### src/rtl/bpas_pkg.sv
// types and constants shared by the block padding add/strip modules
package bpas_pkg;

   typedef enum logic [1:0] {
      ST_IDLE,
      ST_SCAN,
      ST_PEND,
      ST_BODY
   } state_type;

   typedef struct packed {
      logic shift;
      logic rotate;
   } chain_ctl_type;

   localparam logic [1:0] PAD_LEN   = 2'd0;
   localparam logic [1:0] PAD_ONE   = 2'd1;
   localparam logic [1:0] PAD_SPACE = 2'd2;
   localparam logic [1:0] PAD_ZERO  = 2'd3;

   localparam logic [7:0] BYTE_ONE   = 8'h80;
   localparam logic [7:0] BYTE_SPACE = 8'h20;
   localparam logic [7:0] BYTE_ZERO  = 8'h00;

   localparam logic [1:0] REG_PAD_MODE    = 2'd0;
   localparam logic [1:0] REG_BLOCK_BYTES = 2'd1;
   localparam logic [1:0] REG_STRIP_MODE  = 2'd2;

   localparam logic [5:0] BLOCK_BYTES_RESET = 6'd16;

endpackage

### src/rtl/bpas_cell.sv
// one byte cell of the block delay line
module bpas_cell (
   input  logic       clock,
   input  logic       shift,
   input  logic [7:0] data_in,
   output logic [7:0] data_out
);

   logic [7:0] data_ff;

   always_ff @(posedge clock) begin
      if (shift) begin
         data_ff <= data_in;
      end
   end

   assign data_out = data_ff;

endmodule

### src/rtl/bpas_chain.sv
// row of byte cells holding the last block, with an end tap and rotate path
module bpas_chain
   import bpas_pkg::*;
#(
   parameter int BLOCK_MAX = 32,
   localparam int IDXW = $clog2(BLOCK_MAX)
) (
   input  logic            clock,
   input  chain_ctl_type   chain_ctl,
   input  logic [7:0]      head_byte,
   input  logic [IDXW-1:0] tap_sel,
   output logic [7:0]      tap_byte
);

   logic [7:0] cell_d [BLOCK_MAX];
   logic [7:0] cell_q [BLOCK_MAX];

   assign cell_d[0] = chain_ctl.rotate ? tap_byte : head_byte;

   for (genvar g = 0; g < BLOCK_MAX; g++) begin : g_cell
      if (g > 0) begin : g_link
         assign cell_d[g] = cell_q[g-1];
      end
      bpas_cell u_cell (
         .clock    (clock),
         .shift    (chain_ctl.shift),
         .data_in  (cell_d[g]),
         .data_out (cell_q[g])
      );
   end

   assign tap_byte = cell_q[tap_sel];

endmodule

### src/rtl/bpas_ctrl.sv
// message sequencer: block position, end scan, padding and output register
module bpas_ctrl
   import bpas_pkg::*;
#(
   parameter int BLOCK_MAX = 32,
   localparam int CNTW = $clog2(BLOCK_MAX + 1)
) (
   input  logic            clock,
   input  logic            reset,
   input  logic [1:0]      pad_mode,
   input  logic            strip_mode,
   input  logic [CNTW-1:0] blk_b,
   input  logic            cfg_clear,
   input  logic            req_tvalid,
   output logic            req_tready,
   input  logic [7:0]      req_tdata,
   input  logic            req_tuser,
   input  logic            req_tlast,
   input  logic [7:0]      tap_byte,
   output chain_ctl_type   chain_ctl,
   output logic            rsp_tvalid,
   input  logic            rsp_tready,
   output logic [7:0]      rsp_tdata,
   output logic            rsp_tuser,
   output logic            rsp_tlast
);

   state_type       state_ff, state_in;
   logic [CNTW-1:0] fill_ff, fill_in;
   logic            held_ff, held_in;
   logic [CNTW-1:0] lo_ff, lo_in;
   logic [CNTW-1:0] pos_ff, pos_in;
   logic [CNTW-1:0] keep_ff, keep_in;
   logic [7:0]      pend_ff, pend_in;
   logic            pend_vld_ff, pend_vld_in;
   logic            rsp_valid_ff, rsp_valid_in;
   logic [7:0]      rsp_byte_ff, rsp_byte_in;
   logic            rsp_has_ff, rsp_has_in;
   logic            rsp_last_ff, rsp_last_in;

   logic            load_ok;
   logic            accept;
   logic [CNTW-1:0] fill_inc;
   logic            wrap;
   logic [CNTW-1:0] fill_nx;
   logic            rel_vld;
   logic [7:0]      rel_byte;
   logic            held_new;
   logic [CNTW:0]   scan_p;
   logic [CNTW:0]   pos_p1;
   logic            body_more;
   logic            body_end;
   logic            scan_end;
   logic [7:0]      pad_val;
   logic [7:0]      pad_ch;
   logic            emit;
   logic [7:0]      emit_byte;
   logic            emit_has;
   logic            emit_last;

   assign load_ok   = !rsp_valid_ff || rsp_tready;
   assign accept    = (state_ff == ST_IDLE) && req_tvalid && load_ok;
   assign fill_inc  = fill_ff + CNTW'(1);
   assign wrap      = req_tuser && (fill_inc >= blk_b);
   assign fill_nx   = !req_tuser ? fill_ff : (wrap ? '0 : fill_inc);
   assign rel_vld   = req_tuser && (!strip_mode || held_ff);
   assign rel_byte  = strip_mode ? tap_byte : req_tdata;
   assign held_new  = held_ff || (strip_mode && wrap);
   assign scan_p    = {1'b0, lo_ff} + {1'b0, pos_ff};
   assign pos_p1    = {1'b0, pos_ff} + (CNTW+1)'(1);
   assign body_more = pos_ff < keep_ff;
   assign body_end  = !body_more || (pos_p1 == {1'b0, keep_ff});
   assign scan_end  = pos_ff == (blk_b - CNTW'(1));
   assign pad_ch    = (pad_mode == PAD_SPACE) ? BYTE_SPACE : BYTE_ZERO;

   always_comb begin
      case (pad_mode)
         PAD_LEN:   pad_val = 8'(blk_b - lo_ff);
         PAD_ONE:   pad_val = (pos_ff == lo_ff) ? BYTE_ONE : BYTE_ZERO;
         PAD_SPACE: pad_val = BYTE_SPACE;
         default:   pad_val = BYTE_ZERO;
      endcase
   end

   // next state
   always_comb begin
      state_in = state_ff;
      unique case (state_ff)
         ST_IDLE: begin
            if (accept && req_tlast) begin
               if (!strip_mode) begin
                  state_in = rel_vld ? ST_PEND : ST_BODY;
               end else if (held_new) begin
                  state_in = ST_SCAN;
               end else begin
                  state_in = ST_BODY;
               end
            end
         end
         ST_SCAN: begin
            if (scan_end) begin
               state_in = pend_vld_ff ? ST_PEND : ST_BODY;
            end
         end
         ST_PEND: begin
            if (load_ok) begin
               state_in = body_more ? ST_BODY : ST_IDLE;
            end
         end
         ST_BODY: begin
            if (load_ok && body_end) begin
               state_in = ST_IDLE;
            end
         end
         default: state_in = ST_IDLE;
      endcase
   end

   // outputs of each state
   always_comb begin
      req_tready = (state_ff == ST_IDLE) && load_ok;
      chain_ctl  = '0;
      emit       = 1'b0;
      emit_byte  = BYTE_ZERO;
      emit_has   = 1'b0;
      emit_last  = 1'b0;
      unique case (state_ff)
         ST_IDLE: begin
            if (accept) begin
               chain_ctl.shift = strip_mode && req_tuser;
               if (!req_tlast) begin
                  emit      = rel_vld;
                  emit_byte = rel_byte;
                  emit_has  = 1'b1;
               end
            end
         end
         ST_SCAN: begin
            chain_ctl.shift  = 1'b1;
            chain_ctl.rotate = 1'b1;
         end
         ST_PEND: begin
            if (load_ok) begin
               emit      = 1'b1;
               emit_byte = pend_ff;
               emit_has  = 1'b1;
               emit_last = !body_more;
            end
         end
         ST_BODY: begin
            if (load_ok) begin
               emit      = 1'b1;
               emit_last = body_end;
               if (body_more) begin
                  emit_byte        = strip_mode ? tap_byte : pad_val;
                  emit_has         = 1'b1;
                  chain_ctl.shift  = strip_mode;
                  chain_ctl.rotate = strip_mode;
               end
            end
         end
         default: begin
            emit = 1'b0;
         end
      endcase
   end

   // datapath registers
   always_comb begin
      fill_in     = fill_ff;
      held_in     = held_ff;
      lo_in       = lo_ff;
      pos_in      = pos_ff;
      keep_in     = keep_ff;
      pend_in     = pend_ff;
      pend_vld_in = pend_vld_ff;
      case (state_ff)
         ST_IDLE: begin
            if (accept) begin
               if (!req_tlast) begin
                  fill_in = fill_nx;
                  held_in = held_new;
               end else begin
                  fill_in     = '0;
                  held_in     = 1'b0;
                  lo_in       = fill_nx;
                  pend_in     = rel_byte;
                  pend_vld_in = rel_vld;
                  if (!strip_mode) begin
                     pos_in  = fill_nx;
                     keep_in = blk_b;
                  end else if (held_new) begin
                     pos_in  = '0;
                     keep_in = (pad_mode == PAD_SPACE || pad_mode == PAD_ZERO) ?
                               fill_nx : blk_b;
                  end else begin
                     pos_in  = '0;
                     keep_in = '0;
                  end
               end
            end
         end
         ST_SCAN: begin
            if (scan_p < {1'b0, blk_b}) begin
               case (pad_mode) inside
                  PAD_LEN: begin
                     if (scan_p == {1'b0, blk_b} - (CNTW+1)'(1)) begin
                        keep_in = (tap_byte > 8'(blk_b)) ? blk_b :
                                  blk_b - CNTW'(tap_byte);
                     end
                  end
                  PAD_ONE: begin
                     if (tap_byte != BYTE_ZERO) begin
                        keep_in = (tap_byte == BYTE_ONE) ? CNTW'(scan_p) : blk_b;
                     end
                  end
                  PAD_SPACE, PAD_ZERO: begin
                     if (tap_byte != pad_ch) begin
                        keep_in = CNTW'(scan_p + (CNTW+1)'(1));
                     end
                  end
                  default: keep_in = keep_ff;
               endcase
            end
            pos_in = scan_end ? lo_ff : pos_ff + CNTW'(1);
         end
         ST_BODY: begin
            if (load_ok && body_more) begin
               pos_in = pos_ff + CNTW'(1);
            end
         end
         default: begin
            pos_in = pos_ff;
         end
      endcase
      if (cfg_clear) begin
         fill_in = '0;
         held_in = 1'b0;
      end
   end

   always_comb begin
      rsp_valid_in = rsp_valid_ff && !rsp_tready;
      rsp_byte_in  = rsp_byte_ff;
      rsp_has_in   = rsp_has_ff;
      rsp_last_in  = rsp_last_ff;
      if (emit) begin
         rsp_valid_in = 1'b1;
         rsp_byte_in  = emit_byte;
         rsp_has_in   = emit_has;
         rsp_last_in  = emit_last;
      end
   end

   always_ff @(posedge clock) begin
      if (reset) begin
         state_ff     <= ST_IDLE;
         fill_ff      <= '0;
         held_ff      <= 1'b0;
         pend_vld_ff  <= 1'b0;
         rsp_valid_ff <= 1'b0;
      end else begin
         state_ff     <= state_in;
         fill_ff      <= fill_in;
         held_ff      <= held_in;
         pend_vld_ff  <= pend_vld_in;
         rsp_valid_ff <= rsp_valid_in;
      end
   end

   always_ff @(posedge clock) begin
      lo_ff       <= lo_in;
      pos_ff      <= pos_in;
      keep_ff     <= keep_in;
      pend_ff     <= pend_in;
      rsp_byte_ff <= rsp_byte_in;
      rsp_has_ff  <= rsp_has_in;
      rsp_last_ff <= rsp_last_in;
   end

   assign rsp_tvalid = rsp_valid_ff;
   assign rsp_tdata  = rsp_byte_ff;
   assign rsp_tuser  = rsp_has_ff;
   assign rsp_tlast  = rsp_last_ff;

endmodule

### src/rtl/block_padding_add_strip.sv
// top level of the block padding adder / stripper
//
//  channel | dir | handshake          | content
//  req     | in  | req_tvalid/tready  | message byte, byte flag, end of message
//  rsp     | out | rsp_tvalid/tready  | output byte, byte flag, final item
//  csr     | in  | csr_we             | pad_mode, block_bytes, strip_mode
//
// one item per cycle inside a message unless rsp stalls; the end item holds req
// for the end sequence; add end: the end item's byte if any, then 1 to block size pads
// strip end: a scan rotating the cell row over the block, then a released byte if any,
// then each kept byte, or one marker item if nothing else goes out
// synchronous reset clears control state; the cell row is not cleared
// rsp stall holds the output register; req waits while the end sequence runs
module block_padding_add_strip
   import bpas_pkg::*;
#(
   parameter int BLOCK_MAX = 32
) (
   input  logic       clock,
   input  logic       reset,
   input  logic       req_tvalid,
   output logic       req_tready,
   input  logic [7:0] req_tdata,   // data_byte
   input  logic       req_tuser,   // has_byte
   input  logic       req_tlast,
   output logic       rsp_tvalid,
   input  logic       rsp_tready,
   output logic [7:0] rsp_tdata,   // out_byte
   output logic       rsp_tuser,   // out_has_byte
   output logic       rsp_tlast,
   input  logic       csr_we,
   input  logic [1:0] csr_index,
   input  logic [5:0] csr_wdata
);

   localparam int CNTW = $clog2(BLOCK_MAX + 1);
   localparam int IDXW = $clog2(BLOCK_MAX);

   logic [1:0]      pad_mode_ff;
   logic [5:0]      block_bytes_ff;
   logic            strip_mode_ff;
   logic [CNTW-1:0] blk_b;
   logic            cfg_clear;
   logic [7:0]      tap_byte;
   chain_ctl_type   chain_ctl;

   always_ff @(posedge clock) begin
      if (reset) begin
         pad_mode_ff    <= PAD_LEN;
         block_bytes_ff <= BLOCK_BYTES_RESET;
         strip_mode_ff  <= 1'b0;
      end else if (csr_we) begin
         unique case (csr_index)
            REG_PAD_MODE:    pad_mode_ff    <= csr_wdata[1:0];
            REG_BLOCK_BYTES: block_bytes_ff <= csr_wdata;
            REG_STRIP_MODE:  strip_mode_ff  <= csr_wdata[0];
            default:         pad_mode_ff    <= pad_mode_ff;
         endcase
      end
   end

   assign cfg_clear = csr_we &&
                      (csr_index == REG_BLOCK_BYTES || csr_index == REG_STRIP_MODE);

   // block size clamped to 1..BLOCK_MAX
   always_comb begin
      if (block_bytes_ff == '0) begin
         blk_b = CNTW'(1);
      end else if (int'(block_bytes_ff) > BLOCK_MAX) begin
         blk_b = CNTW'(BLOCK_MAX);
      end else begin
         blk_b = CNTW'(block_bytes_ff);
      end
   end

   bpas_chain #(
      .BLOCK_MAX (BLOCK_MAX)
   ) u_chain (
      .clock     (clock),
      .chain_ctl (chain_ctl),
      .head_byte (req_tdata),
      .tap_sel   (IDXW'(blk_b - CNTW'(1))),
      .tap_byte  (tap_byte)
   );

   bpas_ctrl #(
      .BLOCK_MAX (BLOCK_MAX)
   ) u_ctrl (
      .clock      (clock),
      .reset      (reset),
      .pad_mode   (pad_mode_ff),
      .strip_mode (strip_mode_ff),
      .blk_b      (blk_b),
      .cfg_clear  (cfg_clear),
      .req_tvalid (req_tvalid),
      .req_tready (req_tready),
      .req_tdata  (req_tdata),
      .req_tuser  (req_tuser),
      .req_tlast  (req_tlast),
      .tap_byte   (tap_byte),
      .chain_ctl  (chain_ctl),
      .rsp_tvalid (rsp_tvalid),
      .rsp_tready (rsp_tready),
      .rsp_tdata  (rsp_tdata),
      .rsp_tuser  (rsp_tuser),
      .rsp_tlast  (rsp_tlast)
   );

endmodule

### config.mk
export PLATFORM = sky130hd
export DESIGN_NAME = block_padding_add_strip
export DESIGN_NICKNAME = d
export VERILOG_FILES = /design/src/rtl/bpas_pkg.sv /design/src/rtl/bpas_cell.sv /design/src/rtl/bpas_chain.sv /design/src/rtl/bpas_ctrl.sv /design/src/rtl/block_padding_add_strip.sv
export SDC_FILE = /design/constraint.sdc
export NUM_CORES = 1
export LEC_CHECK = 0
export ABC_AREA = 1
export BUFFER_PORTS_ARGS = -buffer_cell sky130_fd_sc_hd__buf_2
export CORE_MARGIN = 8
export CORE_UTILIZATION = 30
export CTS_CLUSTER_SIZE = 16
export DETAILED_ROUTE_END_ITERATION = 16
export MAX_ROUTING_LAYER = met4
export PLACE_DENSITY = 0.44
export SLEW_MARGIN = 20
export SYNTH_ARGS = -nofsm -noshare
export SYNTH_HDL_FRONTEND = slang
export SYNTH_SLANG_ARGS = --single-unit
### constraint.sdc
create_clock -name clock -period 57.5 [get_ports clock]
set_clock_uncertainty 0.1 [all_clocks]
set_input_delay 11.5 -clock clock [delete_from_list [all_inputs] [get_ports clock]]
set_output_delay 11.5 -clock clock [all_outputs]
set_load 0.005 [all_outputs]
* After elaboration in Yosys (flattened, before gate mapping)
Cells that the tools add are included.
Cells by class: order comparisons 6, div/mod/pow operators 0, muxes and demuxes 70, multiply operators 0, eq/ne operators 26, $add $sub $neg 9, bitwise gates (word level) 1, shifts and indexed selects 0, reduce and logical (&&, ||, !) cells 40
Operators with widths (number):
- $mux W6 | 25
- $mux W8 | 11
- $pmux W8 S3 | 2
- $bmux W8 S5 | 1
- $add A6 B1 Y6 const B | 3
- $mux W2 | 9
- $pmux W6 S3 | 1
- $mux W1 | 14
- $eq A6 B6 Y1 | 2
- $logic_and A1 B1 Y1 | 12
- $ne A2 B1 Y1 const B | 6
- $pmux W6 S2 | 1
- $eq A2 B2 Y1 const B | 5
- $eq A8 B8 Y1 const B | 1
- $gt A8 B6 Y1 | 1
- $ne A4 B1 Y1 const B | 2
- $ne A8 B8 Y1 | 1
- $pmux W2 S4 | 1
- $reduce_and A2 Y1 | 4
- $reduce_and A4 Y1 | 2
- $reduce_and A8 Y1 | 1
- $reduce_bool A8 Y1 | 1
- $add A6 B1 Y7 const B | 1
- $add A6 B6 Y7 | 1
- other kinds (26) | 44
Word-level totals: RAM bits 0, memories kept 0, latch bits 0, register bits after elaboration 312, word-level logic and storage cells 199, ROM bits 0

* Logic depth before layout (Yosys ltp)
Gate-level depths: netlist of the first run.
depth after elaboration 15, depth in mapped cells 28, depth with buffers taken out 26

* Modules after synthesis
A second synthesis of the first run with hierarchy kept.
Second synthesis, totals: cells, all modules 1649, area total of the unflattened synthesis 15601.2 um^2
By module, submodules not included:
- bpas_cell | area each 240.2 um^2, cells an instance 8, instances 32
- bpas_ctrl | area each 4690.7 um^2, cells an instance 701, instances 1
- bpas_chain | area each 2710.1 um^2, cells an instance 619, instances 1
- block_padding_add_strip | area each 513.0 um^2, cells an instance 73, instances 1

* Worst setup path after synthesis of the first run
Ideal clock, no wire load.
path kind input to register, from input rsp_tready, to register u_chain.g_cell[0].u_cell.data_ff[0] (enable), arrival time 30.545 ns, data required time 56.152 ns, stages on the path 4, library setup time 1.248 ns, buffers on the path 0, setup slack 25.607 ns, cell sequence nor2_1 nor2_1 nand2_1 o31ai_1
Between the ends: cells in the longest elaborated chain, start to end 4, elaborated cells on any way between the ends 5, those cells by class mux (3); reduce/logical (2)
RTL lines:
- from (decl) | line block_padding_add_strip.sv:27 | input logic rsp_tready,
- $logic_or A1 B1 Y1 * | line bpas_ctrl.sv:61 | assign load_ok = !rsp_valid_ff || rsp_tready;
- $logic_and A1 B1 Y1 | line bpas_ctrl.sv:62 | assign accept = (state_ff == ST_IDLE) && req_tvalid && load_ok;
- $mux W1 | line bpas_ctrl.sv:129 | if (accept) begin
- $pmux W1 S3 * | line bpas_ctrl.sv:127 | unique case (state_ff)
- named net u_chain.g_cell[0].u_cell.shift | line bpas_cell.sv:4 | input logic shift,
- to (signal assigned) | line bpas_cell.sv:13 | data_ff <= data_in;
- to (decl) | line bpas_cell.sv:9 | logic [7:0] data_ff;
Mark *: on every way through the listed nets, which the timed path passes. The rest lies on a longest branch. A chain may end at the register's enable or synchronous reset.

* Final worst setup path of the first run
from input rsp_tready, to output req_tready
Between the ends: cells in the longest elaborated chain, start to end 2
RTL lines:
- $logic_or A1 B1 Y1 | line bpas_ctrl.sv:61
- $logic_and A1 B1 Y1 | line bpas_ctrl.sv:121 | req_tready = (state_ff == ST_IDLE) && load_ok;
- to (decl) | line block_padding_add_strip.sv:22 | output logic req_tready,
No other way between the ends.

==> run metrics, run 1 <==
initial antenna violation count 0; Nets 1741; critical path launch point type input pin; r2r setup slk 50.14 ns; Pleak 7.30 nW; Commonest cells post-synth 321 x nand2_1, 304 x nand3_1, 292 x edfxtp_1, 224 x inv_1, 83 x nand3b_1; Hold WS 0.334 ns; Longest Clk Path Bufs 3; Avg Inst Size Synth a little under 10 um^2; final hold violation count 0; WP data arrival 12.03 ns; fin util roughly 34%; adder-cell share of the synthesized area 4.13%; routing usage on met1 20.5%; number of global-route vias before repair 11200; die footprint just over 60000 um^2; FP Rows 84; xor/xnor share of the synthesized area under 10%; hold crit path type reg2reg; top post-synthesis cells by area edfxtp_1 55%, nand3_1 9.5%, nand2_1 7.5%; WL/cell 18.1 um; FF-to-FF End u_ctrl.keep_ff[1]; dpl hpwl 25600 um; Synth Area in Compound Gates 5.71%; setup tns final 0 ns; die width between 200 and 250 um; GR Util met3 2.30%; CTS tree built; post-synth top area cell edfxtp_1; drt pass-1 iters 5; Worst Min Path Start u_chain.g_cell[15].u_cell.data_out[7]; PD cells 48.3 nW/um^2; most numerous cell in the Yosys netlist nand2_1; Multi-input gate area 5620 um^2; GPL Wtd Cong 0.886; CTS H-tree depth 2; placed inst area between 15000 and 20000 um^2; Post-synth EDFFs roughly 290; design area 18000 um^2; M2 GR Usage 21.4%; Vias 11600; Root Driver clkbuf_16; Routed Antenna Nets 0; drt via density 4.86; initial core utilization 30.4%; pin count of the biggest net entering global routing 90; status finished clean; postcts setup bufs 0; R2R cell count 27; Max-cap violations 0; total gr overflow 0; busiest grt layer met2; clk sink count 312; Synth async-reset ratio 0%; post-synthesis sequential area ratio 57.3%; n_diodes 0; num ports 35; fin crit period 23.63 ns; Fmax ~0.042 GHz; WS Path Type in2out; Worst-path clk slew 0.05 ns; drc violations 0; WHS Endpoint u_chain.g_cell[16].u_cell.data_out[7]; Post-Syn Instances 1652; endpoint type of the worst setup path output pin; clk_lat worst skew roughly 0.56 ns; first-pass GRT wire length 67600 um; final WL ~43000 um; area share of and/or/nand/nor cells after synthesis a little under a quarter; Sw Share 35.1%; crit path max fanout 4; yosys warns 0; largest family of logic cells by synthesized area simple AND/OR/NAND/NOR gates; Storage cell area 9170 um^2; synthesized cell area 16000 um^2; top-area cell type share of the netlist area between 50% and 60%; Setup Viol. Count Final 0; Slew headroom 33.6%; Slew Viols, Final 0; area grow syn2layout 12.5%; mux contribution to synthesized area 0%; Fill cells 5322; CTS Hold Buffers Added 0; net switching power 305 uW; FF+latch count, synth about 310; Final Cycle Share 41.1%; Clock power frac between 20% and 30%; post-synth net total 1726; Int Pwr 564 uW; Port-buffer cells 34; Hold Crit Depth 0; fraction of layout instances using a drive strength above 1 7.68%; combinational power share 29.2%; distinct cell type count of the synthesized netlist 43; CP Data Required Time 45.90 ns; unrepaired setup endpoints after global routing false; Num CTS Buffers 37; Post-synth top flop edfxtp_1; worst-case vdd ir drop 0.0000242 V; drt first-iter violations 934; core area 52700 um^2; worst r2r src block_bytes_ff[5]; Die Height 247 um; share of power burned in registers 44.3%; Tightest Pin Transition 0.992 ns; CTS resizes 0; power after layout 869 uW; GRT Overall Usage 14.5%
## cells by family after synthesis
logic type | count (synthesis)
flip-flops | 312
AO/OA/AOI/OAI | 160
adder cells (fa/ha/maj) | 51
XOR/XNOR | 23
AND/OR/NAND/NOR | 801
buffers and inverters | 305
## registers in the layout, indices dropped and copies added (netlist names)
register	count
u_ctrl.lo_ff	6
u_ctrl.rsp_tdata	8
u_chain.g_cell.u_cell.data_out	256
u_ctrl.state_ff	2
u_ctrl.held_ff	1
strip_mode_ff	1
u_ctrl.pend_ff	8
pad_mode_ff	2
u_ctrl.keep_ff	6
u_ctrl.pend_vld_ff	1
u_ctrl.rsp_tlast	1
u_ctrl.rsp_tuser	1
block_bytes_ff	6
u_ctrl.pos_ff	6
u_ctrl.rsp_tvalid	1
u_ctrl.fill_ff	6
## per-stage QoR
| stage | instances | setup slack (ns) |
|---|---|---|
| 4_1_cts | 2381 | 33.87 |
| 3_5_place_dp | 2316 | 33.87 |
| 5_1_grt | 2381 | 33.78 |
| 2_1_floorplan | 1652 | 25.61 |
| 3_3_place_gp | 2316 | 33.86 |
| 6_report | 2381 | 33.87 |
## final cells by class
class,instances,area share (%)
clock buffers,54,6.00
clock inverters,11,0.570
inverters,230,4.79
multi-input cells,1035,31.2
flip-flops and latches,312,50.9
well taps,688,4.78
repair buffers,51,1.72
## worst max path at each step
stage,slack (ns),cells after the start,startpoint,endpoint
after floorplan,25.61,4,rsp_tready,u_chain.g_cell[0].u_cell.data_out[0]
after global placement,33.86,4,rsp_tready,req_tready
after detailed placement,33.87,4,rsp_tready,req_tready
after CTS,33.87,4,rsp_tready,req_tready
after global routing,33.78,4,rsp_tready,req_tready
final,33.87,4,rsp_tready,req_tready
## power groups by stage
stage               Clock (mW)  Sequential, mW  Combinational [mW]
CTS                      0.239           0.386               0.257
finish                   0.231           0.385               0.254
detailed placement           0           0.390               0.256
global route             0.248           0.393               0.290
global placement             0           0.388               0.254
floorplan                    0           0.430               0.183
## routing by layer
layer	up-vias	wire [um]
li1	5687	-
met3	53	2110
met2	283	18900
met5	-	0
met4	0	811
met1	5550	21200
## critical path, cell delays in order
cell,delay [ns]
buf_2,0.11
nor2_1,0.20
nor2_1,0.09
buf_2,0.13
## placed cells by master, fill, tap and decap left out, types with 2 or more instances in the layout
cell,instances
dfxtp_1,20
buf_6,3
xnor2_1,5
o211ai_1,11
a31oi_1,2
a21oi_1,53
nand3_1,304
nand2_2,9
ha_1,47
inv_2,6
o21a_1,2
nand2_4,4
a22oi_1,6
clkbuf_16,38
buf_2,34
nor2_4,2
clkbuf_1,9
nand4_1,11
nor3_1,6
nand2_1,321
o2111ai_1,4
fa_1,3
nand3b_1,83
nor2_1,56
clkbuf_8,7
o21ai_0,66
clkinv_1,6
buf_4,14
edfxtp_1,292
inv_1,224
xor2_1,18
a211oi_1,5
o22ai_1,2
No activity file was read; power rests on OpenSTA's default activity.
==> run 2, diff against run 1 <==
--- a/config.mk
+++ b/config.mk
@@ -5,14 +5,14 @@
 export SDC_FILE = /design/constraint.sdc
 export NUM_CORES = 1
 export LEC_CHECK = 0
-export ABC_AREA = 1
+export ABC_AREA = 0
 export BUFFER_PORTS_ARGS = -buffer_cell sky130_fd_sc_hd__buf_2
 export CORE_MARGIN = 8
 export CORE_UTILIZATION = 30
 export CTS_CLUSTER_SIZE = 16
 export DETAILED_ROUTE_END_ITERATION = 16
 export MAX_ROUTING_LAYER = met4
-export PLACE_DENSITY = 0.44
+export PLACE_DENSITY = 0.46
 export SLEW_MARGIN = 20
 export SYNTH_ARGS = -nofsm -noshare
 export SYNTH_HDL_FRONTEND = slang
==> constraint.sdc (replaced) <==
create_clock -name clock -period 20.4 [get_ports clock]
set_clock_uncertainty 0.1 [all_clocks]
set_input_delay 4.08 -clock clock [delete_from_list [all_inputs] [get_ports clock]]
set_output_delay 4.08 -clock clock [all_outputs]
set_load 0.005 [all_outputs]
==> run 2 against run 1 <==
First-iteration DRC count down 0.21%. Critical path type unchanged. Synthesized area is 4.8% lower. Worst hold slack improved by 0.0045 ns. Critical path depth did not move. Routed wire length shrank 3.0%. Sequential power increased by 120%. Non-clock buffer count up 3. Critical endpoint unchanged. Clock power increased to 2.8 times the previous value. Largest power group unchanged.
==> run metrics, run 2 <==
status finished clean; Pleak 6.19 nW; area share of and/or/nand/nor cells after synthesis 9.18%; CP Data Required Time roughly 16 ns; largest family of logic cells by synthesized area compound AO/OA/AOI/OAI gates; drt pass-1 iters 5; adder-cell share of the synthesized area approximately 4.3%; postcts setup bufs 0; WS Path Type in2out; Int Pwr between 1 and 1.5 mW; most numerous cell in the Yosys netlist edfxtp_1; FP Rows 82; PD cells 108 nW/um^2; Root Driver clkbuf_16; share of power burned in registers a little under half; Port-buffer cells 34; yosys warns 0; distinct cell type count of the synthesized netlist 83; crit path max fanout 3; Worst-path clk slew 0.06 ns; fraction of layout instances using a drive strength above 1 between 10% and 20%; critical path launch point type input pin; CTS tree built; top-area cell type share of the netlist area 57.6%; max FFs per register 256; combinational power share 20.2%; Commonest cells post-synth 292 x edfxtp_1, 117 x nand2_1, 73 x a21oi_1, 72 x mux2i_1, 48 x ha_1; unrepaired setup endpoints after global routing false; CP max-delay cell nor3_1; Post-synth top flop edfxtp_1; initial antenna violation count 1; drt first-iter violations 932; clk_lat worst skew 0.56 ns; GRT Overall Usage 14.7%; net switching power about 560 uW; post-synthesis sequential area ratio between 60% and 70%; Routed Antenna Nets 0; CTS resizes 0; worst-path cell chain buf_2, nor2b_1, nor3_1, buf_2; drt via density between 5 and 6; die width 241 um; Synth async-reset ratio 0%; FF+latch count, synth approximately 310; CTS Hold Buffers Added 0; WP data arrival 4.65 ns; Fmax 0.113 GHz; final hold violation count 0; xor/xnor share of the synthesized area roughly 2.3%; number of global-route vias before repair 10200; Setup Viol. Count Final 0; fin crit period 8.83 ns; die footprint 58200 um^2; core area 50200 um^2; Avg Inst Size Synth 12.6 um^2; CP most frequent cell buf_2; Num CTS Buffers 38; Post-Syn Instances 1205; drc violations 0; Nets 1308; Clock power frac 34.4%; top post-synthesis cells by area edfxtp_1 58%, mux2i_1 4.7%, ha_1 3.9%; post-synth net total approximately 1300; GPL Wtd Cong between 0.8 and 0.9; mux contribution to synthesized area under 10%; Final WS setup 11.57 ns; post-synth top area cell edfxtp_1; Post-synth EDFFs ~300; Die Height 241 um; area grow syn2layout 13.6%; commonest non-fill, non-tap cell in the layout edfxtp_1; most frequent cells in the layout 292 x edfxtp_1, 117 x nand2_1, 73 x a21oi_1, 70 x mux2i_1, 47 x ha_1; fin util between 30% and 40%; initial core utilization 30.4%; n_diodes 0; Max-cap violations 0; Final Cycle Share 43.3%; final WL 41800 um; Sw Share 29.7%; hold crit path type reg2reg; Slew Viols, Final 0; pin count of the biggest net entering global routing 174; clk sink count between 300 and 400; slowest stage delay, CP 0.25 ns; num ports 35; CTS H-tree depth 2; endpoint type of the worst setup path output pin; first-pass GRT wire length 63700 um; dpl ws 11.57 ns; Vias 10000; total gr overflow 0; WL/cell about 22 um; Synth Area in Compound Gates 14.9%; worst-case vdd ir drop 0.0000487 V; synthesized cell area 15200 um^2; Tightest Pin Transition around 1.1 ns; Longest Clk Path Bufs 3; Slew headroom roughly a quarter; dpl hpwl approximately 27000 um; setup tns final 0 ns
[run 2: changes by cell type after synthesis, moves of 20 or more]
cell      change
nand3_1     -267
inv_1       -179
o211ai_1     +23
nand3b_1     -80
nand2_1     -204
mux2i_1      +72
xnor2_1      +21
a21oi_1      +20
o21ai_0      -41
[run 2: cell type report]
cell class,instances,area (um^2)
Multi-Input combinational cell,778,5610
Sequential cell,312,9170
Timing Repair Buffer,54,333
Clock inverter,18,149
Tap cell,672,841
Fill cell,4927,32900
Clock buffer,47,1020
Inverter,50,193
[run 2: cells by family (layout without fill, tap and decap cells)]
| group | count (synthesis) | count (layout) |
|---|---|---|
| buf+inv | 115 | 169 |
| compound gates | 313 | 313 |
| fa+ha+maj | 51 | 51 |
| simple gates | 289 | 289 |
| mux | 85 | 85 |
| flops | 312 | 312 |
| xor+xnor | 40 | 40 |
[run 2: metrics by stage]
stage	cells	power, mW	cell area (um^2)	hold WS (ns)
6_report	1931	1.88	17300	0.338
3_5_place_dp	1866	1.24	16100	0.332
2_1_floorplan	1205	1.15	15200	0.317
3_3_place_gp	1866	1.24	16100	0.328
4_1_cts	1931	1.90	17300	0.340
5_1_grt	1931	1.97	17300	0.351
[run 2: critical path: cells and delay by family]
kind / cells / cell delay (ns)
AND/OR/NAND/NOR: 2 / 0.30
buffers and inverters: 2 / 0.27
[run 2: layer usage]
layer / vias up / routed length, um / track usage (%)
met2: 239 / 18600 / 21.7
met5: - / 0 / -
li1: 4714 / - / -
met3: 60 / 2010 / 2.93
met4: 0 / 961 / 4.15
met1: 5033 / 20200 / 20.3
[run 2: power groups by stage]
stage	Sequential, mW	Combinational [mW]	Clock [mW]
after detailed placement	0.864	0.380	0
final	0.853	0.378	0.646
after CTS	0.852	0.382	0.668
after global routing	0.861	0.418	0.690
after floorplan	0.883	0.265	0
after global placement	0.863	0.379	0
[run 2: worst paths after layout]
path	start	to	slack (ns)	cells past startpoint
setup / recovery	rsp_tready	req_tready	11.57	4
hold / removal	u_chain.g_cell[9].u_cell.data_out[6]	u_chain.g_cell[10].u_cell.data_out[6]	0.34	0
setup reg to reg	block_bytes_ff[5]	u_ctrl.keep_ff[3]	12.76	20
hold reg to reg	u_chain.g_cell[9].u_cell.data_out[6]	u_chain.g_cell[10].u_cell.data_out[6]	0.34	0
